**config.mk**
```make
export PLATFORM = sky130hd
export DESIGN_NAME = xsha1_block_hash
export DESIGN_NICKNAME = d
export VERILOG_FILES = /design/src/sv/xsha1_pkg.sv /design/src/sv/xsha1_dp.sv /design/src/sv/xsha1_ctrl.sv /design/src/sv/xsha1_block_hash.sv
export VERILOG_INCLUDE_DIRS = /design/src /design/src/sv
export SDC_FILE = /design/constraint.sdc
export NUM_CORES = 2
export LEC_CHECK = 0
export BUFFER_PORTS_ARGS = -buffer_cell sky130_fd_sc_hd__buf_2
export CORE_MARGIN = 1.5
export CORE_UTILIZATION = 55
export CTS_BUF_LIST = sky130_fd_sc_hd__clkbuf_4 sky130_fd_sc_hd__clkbuf_8
export DETAILED_ROUTE_END_ITERATION = 10
export PLACE_DENSITY = 0.69
export SYNTH_ARGS = -nofsm -noshare
export SYNTH_HDL_FRONTEND = slang
export SYNTH_SLANG_ARGS = --single-unit
```
**constraint.sdc**
```tcl
create_clock -name clk -period 20 [get_ports clk]
set_input_delay 1 -clock clk [delete_from_list [all_inputs] [get_ports clk]]
set_output_delay 1 -clock clk [all_outputs]
set_load 0.02 [all_outputs]
```
**src/sv/assert_macros.svh**
```systemverilog
// Assertion macros used by the hash block controller
`ifndef ASSERT_MACROS_SVH
`define ASSERT_MACROS_SVH

// Check a property on every rising edge outside reset
`define XS_ASSERT(lbl, prop, msg) \
  lbl: assert property (@(posedge clk) disable iff (rst) (prop)) else $error(msg);

// Check a property on every rising edge, reset included
`define XS_ASSERT_ALWAYS(lbl, prop, msg) \
  lbl: assert property (@(posedge clk) (prop)) else $error(msg);

`endif

```
**src/sv/xsha1_pkg.sv**
```systemverilog
// Shared types, constants and round functions of the hash block
package xsha1_pkg;

  localparam int NUM_CONTEXTS = 3;
  localparam int BLOCK_WORDS  = 16;
  localparam int DIGEST_WORDS = 5;
  localparam int NUM_ROUNDS   = 80;

  localparam logic [1:0] OP_LOAD  = 2'd0;
  localparam logic [1:0] OP_INIT  = 2'd1;
  localparam logic [1:0] OP_CLEAR = 2'd2;

  localparam logic [2:0] IDX_LAST = 3'(DIGEST_WORDS - 1);

  typedef logic [31:0] word_t;

  // Command bundle from the controller to the datapath
  typedef struct packed {
    logic       shift_in;   // push a message word into the block buffer
    logic       blk_start;  // latch context, load working words
    logic       round;      // run one round, advance the schedule
    logic [1:0] phase;      // round group: 0..3
    logic       add;        // fold working words into chaining words
    logic       emit;       // register one digest word
    logic [2:0] idx;        // digest word index for emit
    logic       init;       // load IV into the addressed context
    logic       clear;      // zero all contexts
  } xs_cmd_t;

  function automatic word_t iv_word(input logic [2:0] i);
    word_t r;
    case (i)
      3'd0:    r = 32'h67452301;
      3'd1:    r = 32'hEFCDAB89;
      3'd2:    r = 32'h98BADCFE;
      3'd3:    r = 32'h10325476;
      3'd4:    r = 32'hC3D2E1F0;
      default: r = 32'h0;
    endcase
    return r;
  endfunction

  function automatic word_t round_k(input logic [1:0] ph);
    word_t r;
    case (ph)
      2'd0:    r = 32'h5A827999;
      2'd1:    r = 32'h6ED9EBA1;
      2'd2:    r = 32'h8F1BBCDC;
      default: r = 32'hCA62C1D6;
    endcase
    return r;
  endfunction

  // Rotate left by 5; a set sign bit fills the upper bits with ones
  function automatic word_t frot5(input word_t x);
    return x[31] ? {27'h7FFFFFF, x[31:27]} : {x[26:0], x[31:27]};
  endfunction

  // Rotate left by 30; a set sign bit fills the upper bits with ones
  function automatic word_t frot30(input word_t x);
    return x[31] ? {2'b11, x[31:2]} : {x[1:0], x[31:2]};
  endfunction

endpackage

```
**src/sv/xsha1_dp.sv**
```systemverilog
// Datapath: block buffer and schedule, round unit, chaining words, digest register
module xsha1_dp
  import xsha1_pkg::*;
(
  input  logic          clk,
  input  logic          rst,
  input  xs_cmd_t       cmd,
  input  logic [1:0]    ctx_sel,
  input  logic [31:0]   msg_word,
  output logic [31:0]   digest_word,
  output logic [1:0]    digest_ctx
);

  word_t      blk [BLOCK_WORDS];
  word_t      chain [NUM_CONTEXTS][DIGEST_WORDS];
  word_t      wa, wb, wc, wd, we;
  logic [1:0] ctx_q;
  word_t      f_val;
  word_t      t_val;
  word_t      w_next;

  // Round function and schedule feedback
  always_comb begin
    case (cmd.phase)
      2'd0:    f_val = (wb & wc) | (~wb & wd);
      2'd2:    f_val = (wb & wc) | (wb & wd) | (wc & wd);
      default: f_val = wb ^ wc ^ wd;
    endcase
    t_val  = frot5(wa) + f_val + we + blk[0] + round_k(cmd.phase);
    w_next = blk[0] ^ blk[2] ^ blk[8] ^ blk[13];
  end

  // Block buffer as a shift line: loads push the word, rounds push the schedule
  always_ff @(posedge clk) begin
    if (cmd.shift_in || cmd.round) begin
      for (int i = 0; i < BLOCK_WORDS - 1; i++) begin
        blk[i] <= blk[i + 1];
      end
      blk[BLOCK_WORDS - 1] <= cmd.round ? w_next : msg_word;
    end
  end

  // Working words and latched context
  always_ff @(posedge clk) begin
    if (cmd.blk_start) begin
      ctx_q <= ctx_sel;
      wa    <= chain[ctx_sel][0];
      wb    <= chain[ctx_sel][1];
      wc    <= chain[ctx_sel][2];
      wd    <= chain[ctx_sel][3];
      we    <= chain[ctx_sel][4];
    end else if (cmd.round) begin
      wa <= t_val;
      wb <= wa;
      wc <= frot30(wb);
      wd <= wc;
      we <= wd;
    end
  end

  // Chaining words: clear, init, block update
  always_ff @(posedge clk) begin
    if (rst || cmd.clear) begin
      for (int c = 0; c < NUM_CONTEXTS; c++) begin
        for (int i = 0; i < DIGEST_WORDS; i++) begin
          chain[c][i] <= '0;
        end
      end
    end else if (cmd.init) begin
      for (int i = 0; i < DIGEST_WORDS; i++) begin
        chain[ctx_sel][i] <= iv_word(3'(i));
      end
    end else if (cmd.add) begin
      chain[ctx_q][0] <= chain[ctx_q][0] + wa;
      chain[ctx_q][1] <= chain[ctx_q][1] + wb;
      chain[ctx_q][2] <= chain[ctx_q][2] + wc;
      chain[ctx_q][3] <= chain[ctx_q][3] + wd;
      chain[ctx_q][4] <= chain[ctx_q][4] + we;
    end
  end

  // Digest output register
  always_ff @(posedge clk) begin
    if (cmd.emit) begin
      digest_word <= chain[ctx_q][cmd.idx];
      digest_ctx  <= ctx_q;
    end
  end

endmodule

```
**src/sv/xsha1_ctrl.sv**
```systemverilog
// Controller: item decode, fill count, round sequencing, digest strobe
module xsha1_ctrl
  import xsha1_pkg::*;
(
  input  logic        clk,
  input  logic        rst,
  input  logic        start,
  input  logic [1:0]  op,
  input  logic [1:0]  ctx_sel,
  output logic        busy,
  output xs_cmd_t     cmd,
  output logic        strobe,
  output logic [2:0]  digest_index,
  output logic        last
);

  `include "assert_macros.svh"

  typedef enum logic [1:0] {ST_IDLE, ST_ROUND, ST_ADD, ST_OUT} state_t;

  state_t     state;
  logic [3:0] fill_count;
  logic [6:0] rnd;
  logic [2:0] out_idx;
  logic       accept;
  logic       ctx_ok;

  assign busy   = (state != ST_IDLE);
  assign accept = start && (state == ST_IDLE);
  assign ctx_ok = int'(ctx_sel) < NUM_CONTEXTS;

  // Decode commands for the datapath
  always_comb begin
    cmd           = '0;
    cmd.shift_in  = accept && (op == OP_LOAD);
    cmd.blk_start = accept && (op == OP_LOAD) && (fill_count == 4'hF) && ctx_ok;
    cmd.init      = accept && (op == OP_INIT) && ctx_ok;
    cmd.clear     = accept && (op == OP_CLEAR);
    cmd.round     = (state == ST_ROUND);
    cmd.add       = (state == ST_ADD);
    cmd.emit      = (state == ST_OUT);
    cmd.idx       = out_idx;
    if (rnd < 7'd20) begin
      cmd.phase = 2'd0;
    end else if (rnd < 7'd40) begin
      cmd.phase = 2'd1;
    end else if (rnd < 7'd60) begin
      cmd.phase = 2'd2;
    end else begin
      cmd.phase = 2'd3;
    end
  end

  // State, counters and registered strobe
  always_ff @(posedge clk) begin
    if (rst) begin
      state        <= ST_IDLE;
      fill_count   <= '0;
      rnd          <= '0;
      out_idx      <= '0;
      strobe       <= 1'b0;
      digest_index <= '0;
      last         <= 1'b0;
    end else begin
      strobe       <= cmd.emit;
      digest_index <= out_idx;
      last         <= cmd.emit && (out_idx == IDX_LAST);
      case (state)
        ST_IDLE: begin
          if (accept) begin
            case (op)
              OP_LOAD: begin
                fill_count <= fill_count + 4'd1;
                if (cmd.blk_start) begin
                  rnd   <= '0;
                  state <= ST_ROUND;
                end
              end
              OP_INIT:  fill_count <= '0;
              OP_CLEAR: fill_count <= '0;
              default:  ;
            endcase
          end
        end
        ST_ROUND: begin
          rnd <= rnd + 7'd1;
          if (rnd == 7'(NUM_ROUNDS - 1)) begin
            state <= ST_ADD;
          end
        end
        ST_ADD: begin
          out_idx <= '0;
          state   <= ST_OUT;
        end
        ST_OUT: begin
          out_idx <= out_idx + 3'd1;
          if (out_idx == IDX_LAST) begin
            state <= ST_IDLE;
          end
        end
        default: state <= ST_IDLE;
      endcase
    end
  end

  `XS_ASSERT(a_burst_cont, strobe && !last |=> strobe, "digest burst broken")
  `XS_ASSERT(a_last_idx, last |-> strobe && (digest_index == IDX_LAST), "last on wrong word")
  `XS_ASSERT(a_burst_head, $rose(strobe) |-> (digest_index == 3'd0), "burst not at index 0")
  `XS_ASSERT(a_busy_out, strobe && !last |-> busy, "accepting inside a digest burst")
  `XS_ASSERT_ALWAYS(a_rst_quiet, rst |=> !strobe, "strobe right after reset")

endmodule

```
**src/sv/xsha1_block_hash.sv**
```systemverilog
// Top level: variant SHA-0 style compression over several hash contexts
//
//   channel  | handshake          | payload
//   ---------+--------------------+-------------------------------------------
//   command  | start / busy       | op, ctx_sel, msg_word
//   digest   | strobe (no stall)  | digest_word, digest_index, digest_ctx, last
//
// Init, clear and non-final loads leave busy low.
// The sixteenth load of a block, with a valid ctx_sel, keeps busy high through all
// rounds on the single round unit, one chaining add and the five digest words;
// strobe follows each emit in the next cycle. No item is accepted while busy is high.
// Synchronous reset zeroes all chaining words and the fill count.
// The receiver cannot stall: strobe marks each digest word for exactly one cycle.
module xsha1_block_hash
  import xsha1_pkg::*;
(
  input  logic        clk,
  input  logic        rst,
  input  logic        start,
  output logic        busy,
  input  logic [1:0]  op,
  input  logic [1:0]  ctx_sel,
  input  logic [31:0] msg_word,
  output logic        strobe,
  output logic [31:0] digest_word,
  output logic [2:0]  digest_index,
  output logic [1:0]  digest_ctx,
  output logic        last
);

  xs_cmd_t cmd;

  xsha1_ctrl u_ctrl (
    .clk          (clk),
    .rst          (rst),
    .start        (start),
    .op           (op),
    .ctx_sel      (ctx_sel),
    .busy         (busy),
    .cmd          (cmd),
    .strobe       (strobe),
    .digest_index (digest_index),
    .last         (last)
  );

  xsha1_dp u_dp (
    .clk         (clk),
    .rst         (rst),
    .cmd         (cmd),
    .ctx_sel     (ctx_sel),
    .msg_word    (msg_word),
    .digest_word (digest_word),
    .digest_ctx  (digest_ctx)
  );

endmodule
```
==> Word level (Yosys, flattened, before mapping) <==
Memories as Yosys holds them, arrays and structs flattened. A register that Yosys moved wholly into a read port is not among the register bits.
Index checks and enable logic that the tools add are counted.
{ "totals": {"reg_bits": 217, "latchBits": 0, "mem_bits_rw": 992, "mem_bits_ro": 0, "out_inout_bits": 40, "mem_count": 2} }
{ "classes": {"addsub": 12, "n_mul": 0, "div_mod_pow": 0, "order_cmp": 5, "eq_ne": 15, "shifts": 0, "mux": 61, "bitwise": 14, "reduce_logical": 24} }
{ "memory_table": {"columns": ["name", "words", "width", "read_ports", "rd_clocked_by_memory_dff", "write_ports", "line_no", "source"], "rows": [
  ["u_dp.blk", 16, 32, 16, 0, 16, "xsha1_dp.sv:14", "word_t blk [BLOCK_WORDS];"],
  ["u_dp.chain", 3, 160, 2, 1, 3, "xsha1_dp.sv:15", "word_t chain [NUM_CONTEXTS][DIGEST_WORDS];"]
]} }
{ "ops": {"columns": ["op", "count"], "rows": [
  ["$mux 32", 25],
  ["$mux 160", 2],
  ["$reduce_or 160->1", 2],
  ["$add 32x32->32", 9],
  ["$xor 32x32->32", 5],
  ["$and 32x32->32", 4],
  ["$bmux 32 s3", 1],
  ["$or 32x32->32", 3],
  ["$pmux 32 s3", 1],
  ["$pmux 32 s2", 1],
  ["$not 32->32", 1],
  ["$mux 7", 3],
  ["$mux 2", 10],
  ["$lt 7x6->1 const B", 2],
  ["$mux 1", 14],
  ["$pmux 7 s2", 1],
  ["$reduce_bool 2->1", 5],
  ["$eq 2x2->1 const B", 4],
  ["$logic_and 1x1->1", 8],
  ["$ne 2x2->1 const B", 4],
  ["$pmux 2 s4", 1],
  ["$pmux 4 s2", 1],
  ["$add 7x1->7 const B", 1],
  ["$eq 7x7->1 const B", 1],
  ["17 further kinds", 22]
]} }

==> Longest topological paths before layout <==
{ "logic_depth": {"word_depth": 12, "ltp_mapped": 32} }

==> By module <==
Synthesis repeated with hierarchy kept, for this count alone.
{ "hier_totals": {"hier_cells": 4988, "hier_area_um2": 69396.6} }
{ "modules_own_cells": {"columns": ["mod", "n_inst", "cells_per_inst", "area_each_um2"], "rows": [
  ["xsha1_dp", 1, 4854, 68248.0],
  ["xsha1_ctrl", 1, 134, 1148.6]
]} }

==> Worst setup path after synthesis <==
OpenSTA, ideal clock, no wires.
{ "synth_timing": {"path_kind": "input -> register", "from": "input op[0]", "to": "memory u_dp.blk[0][0] (netlist name), enable pin", "setup_time_ns": 0.668, "arrival_ns": 7.641, "required_time_ns": 19.332, "setup_slack_ns": 11.692, "path_stages": 5, "path_cell_list": "inv_1 > ha_1 > and3_1 > clkbuf_1 > or2_2"} }
{ "synth_lines": {"columns": ["item", "line_no", "source"], "rows": [
  ["start, declared", "xsha1_block_hash.sv:21", "input logic [1:0] op,"],
  ["end, declared", "xsha1_dp.sv:14", null]
]} }

==> Final worst setup path <==
{ "layout_timing": {"from": "register u_ctrl.rnd[5]", "to": "register u_dp.wa[24] (data pin)"} }
{ "layout_between": {"elab_chain_cells": 12} }
{ "layout_lines": {"columns": ["item", "line_no", "source"], "rows": [
  ["start, declared", "xsha1_ctrl.sv:23", "logic [6:0] rnd;"],
  ["start signal, assigned", "xsha1_ctrl.sv:86", "rnd <= rnd + 7'd1;"],
  ["$lt 7x6->1", "xsha1_ctrl.sv:47", "end else if (rnd < 7'd60) begin"],
  ["$mux 1", "xsha1_ctrl.sv:47", null],
  ["$mux 2", "xsha1_ctrl.sv:45", "end else if (rnd < 7'd40) begin"],
  ["$mux 2 (*)", "xsha1_ctrl.sv:43", "if (rnd < 7'd20) begin"],
  ["$eq 2x2->1 / $logic_not 2->1 (equally long branches)", "xsha1_pkg.sv:45, xsha1_dp.sv:24", null],
  ["$pmux 32 s2", "xsha1_dp.sv:24", "case (cmd.phase)"],
  ["$add 32x32->32 (3 in series)", "xsha1_dp.sv:29", "t_val = frot5(wa) + f_val + we + blk[0] + round_k(cmd.phase);"],
  ["$add 32x32->32 (*)", "xsha1_dp.sv:29", null],
  ["$mux 32 (*)", "xsha1_dp.sv:52", "end else if (cmd.round) begin"],
  ["$mux 32 (*)", "xsha1_dp.sv:45", "if (cmd.blk_start) begin"],
  ["end signal, assigned", "xsha1_dp.sv:47", "wa <= chain[ctx_sel][0];"],
  ["end signal, assigned", "xsha1_dp.sv:53", "wa <= t_val;"],
  ["end, declared", "xsha1_dp.sv:16", "word_t wa, wb, wc, wd, we;"]
]} }
Mark *: on every way between the ends. The rest lies on a longest branch, timed or not. The select of a mux whose other input is x is not followed.
A chain may end at the register's enable or synchronous reset.

==> impl_metrics.tcl <==
set metrics [dict create \
    synth_seq_area_share_pct 58.79 \
    dieHeight_um 358.8 \
    worstMarginPinSlew_ns 1.103 \
    synthesis.nets 5438 \
    antenna_found_initial 17 \
    max_freq_ghz 0.1275 \
    fin_nets 5576 \
    final_util_pct 60.68 \
    fin_tns_setup_ns 0 \
    htree_num_levels 4 \
    worstHoldStart "msg_word[15]" \
    synth_edf_count 1348 \
    root_buffer "clkbuf_8" \
    syn_avg_cell_area_um2 13.75 \
    synth_async_sr_flop_share_pct 0 \
    syn_to_final_growth_pct 9.428 \
    grtUsageTotal_pct 31.94 \
    wl_um 205200 \
    antenna_left 0 \
    avgRoutedWirePerCell_um 29.15 \
    relSlewSlack_pct 26.44 \
    cp_slowest_stage_delay_ns 0.93 \
    finalSetupViolations 0 \
    top_layer_used "met5" \
    clk_pin_slew_ns 0.06 \
    postCtsSetupRepairBufs 0 \
    io_pins 79 \
    cts_max_path_buffers 3 \
    yosysUniqueCellTypes 88 \
    hold_depth 3 \
    finalClockSkew_ns 0.07282 \
    drcViolationCount 0 \
    synth_flop_cell "edfxtp_1" \
    vias_per_cell 6.324 \
    core_um2 125600 \
    crit_path_frequent_cell "o21ai_0" \
    met2_length_um 92000 \
    max_cap_viol_count 0 \
    grt_max_degree 105 \
    status "completed" \
    grt_pass1_vias 43797 \
    via_count 44515 \
    drive_gt1_share_pct 17.35 \
    fp.dieW_um 358.8 \
    portBuffers 78 \
    dp_slack_ns 12.33 \
    drv_slew 0 \
    met3WireLength_um 23480 \
    clk_latency_ns 1.02 \
    netlist_area_um2 69630 \
    arrival_ns 8.56 \
    p_per_area_nw_per_um2 143.4 \
    post-dp-hpwl_um 140200 \
    initial_core_util_pct 55.45 \
    row_count 130 \
    drt_pass1_iterations 6 \
    period_minus_slack_ns 7.843 \
    worstReg2RegStart "u_ctrl.rnd[5]" \
    cts_buffers 222 \
    ctsResizeCount 0 \
    die-area_um2 128700 \
    rr_worst_depth 24 \
    cts.sinks 1371 \
    post-route-period-util_pct 39.22 \
    cts_tree "done" \
    final_hold_viol_count 0 \
    required_ns 20.72 \
    cp_slowest_cell "clkinv_1" \
    cp-end-kind "flop" \
    met1_length_um 77340 \
    syn_inst 5063 \
    fin_area_um2 76200 \
    cts_hold_repair.buffers 0 \
    placed_cell_area_um2 71820 \
    p_leak_nw 28.76 \
    dr.first_iter.drc_count 6290 \
    hold_path.class "in2reg" \
    path_class "reg2reg" \
    whs_ns 0.3237 \
    yosys_warnings 0 \
    grt_pass1_wl_um 296600 \
    crit_path_start_kind "flop" \
    cp_max_fo 26 \
    rsz0062_at_grt "no" \
    worstSetupStartpoint "u_ctrl.rnd[5]" \
    path_cells "o21ai_0 > a221o_2 > inv_1 > ha_1 > clkinv_1 > nor2_1 > a21oi_1 > o21ai_0 > fa_1 > fa_1 > inv_1 > fa_1 > inv_1 > ha_1 > o21ai_0 > o211ai_1 > a41oi_2 > o22ai_1 > or2_1 > a31o_2 > a211o_1 > a21oi_1 > xor2_1 > o21ai_0" \
    grt-ovfl-total 0 \
    mostFrequentLayoutCell "edfxtp_1" \
    gp_congestion 0.9993 \
    synth-seq-cells 1371 \
    layout_setup_ws_ns 12.16 \
    layout_common_cells "edfxtp_1, nor2_1, nand2_1" \
    irDropWorstVdd_uv 129.3 \
]
## worst paths after layout
| kind | end | slack (ns) |
|---|---|---|
| worst min-delay path | u_dp.blk[7][47] | 0.32 |
| worst max register to register | u_dp.wa[24] | 12.16 |
| worst max-delay path | u_dp.wa[24] | 12.16 |
| worst min register to register | u_dp.blk[1][27] | 0.38 |
## flip-flops by register name (all words and copies together), names as in the netlist, named ones only
register	flops
u_ctrl.digest_index	3
u_dp.ctx_q	2
u_dp.wa	32
u_ctrl.out_idx	3
u_dp.wd	32
u_dp.wb	32
u_dp.digest_word	32
u_ctrl.last	1
u_ctrl.rnd	7
u_dp.blk	512
u_ctrl.fill_count	4
u_dp.wc	32
u_dp.digest_ctx	2
u_ctrl.state	2
u_ctrl.strobe	1
u_dp.chain	640
u_dp.we	32
## synthesized netlist by cell type, types with 90 or more instances
library cell,n,share of area (%)
a21o_1,90,0.97
a21oi_1,300,2.2
clkbuf_1,182,0.98
edfxtp_1,1348,58
fa_1,125,3.6
ha_1,211,3.8
inv_1,422,2.3
mux4_2,352,11
nand2_1,439,2.4
nor2_1,526,2.8
o21ai_0,213,1.5
xnor2_1,202,2.5
## routing by layer
metal	track usage (%)	vias up
li1	-	19025
met1	43.33	22408
met2	47.58	2543
met3	8.138	527
met4	17.46	12
met5	0	-
## power breakdown
part | internal, mW | switching [mW]
registers | 4.01 | 0.356
logic | 1.59 | 2.56
clock network | 1.24 | 1.18
total | 6.83 | 4.09
## metrics by stage
step	total power [mW]	std cells
after global routing	11.49	7036
after global placement	8.411	6627
final	10.92	7039
after detailed placement	8.456	6627
after floorplan	7.284	5063
after CTS	10.88	7033
## cell families after synthesis
| kind of cell | count (synthesis) | synth area share, % |
|---|---|---|
| mux | 389 | 11.93 |
| simple gates | 1186 | 7.155 |
| fa+ha+maj | 336 | 7.385 |
| compound gates | 851 | 7.644 |
| buf+inv | 655 | 3.635 |
| flops | 1371 | 58.79 |
| xor+xnor | 275 | 3.459 |
## layout make-up
| class | instances | area [µm²] |
|---|---|---|
| sequential | 1371 | 40950 |
| clock buffer | 287 | 3562 |
| timing repair buffer | 144 | 954.7 |
| clock inverter | 119 | 799.5 |
| tap | 1650 | 2064 |
| fill | 9725 | 49370 |
| multi-input combinational | 3037 | 26260 |
| antenna | 6 | 15.01 |
| inverter | 425 | 1595 |
## worst max-delay path, delay by kind of cell (launching register included)
kind,cells,cell delay (ns)
xor+xnor,1,0.17
simple gates,2,0.63
fa+ha+maj,5,2.25
buf+inv,4,1.16
flops,1,0.45
compound gates,12,2.86
(Power assumes the default switching activity.)
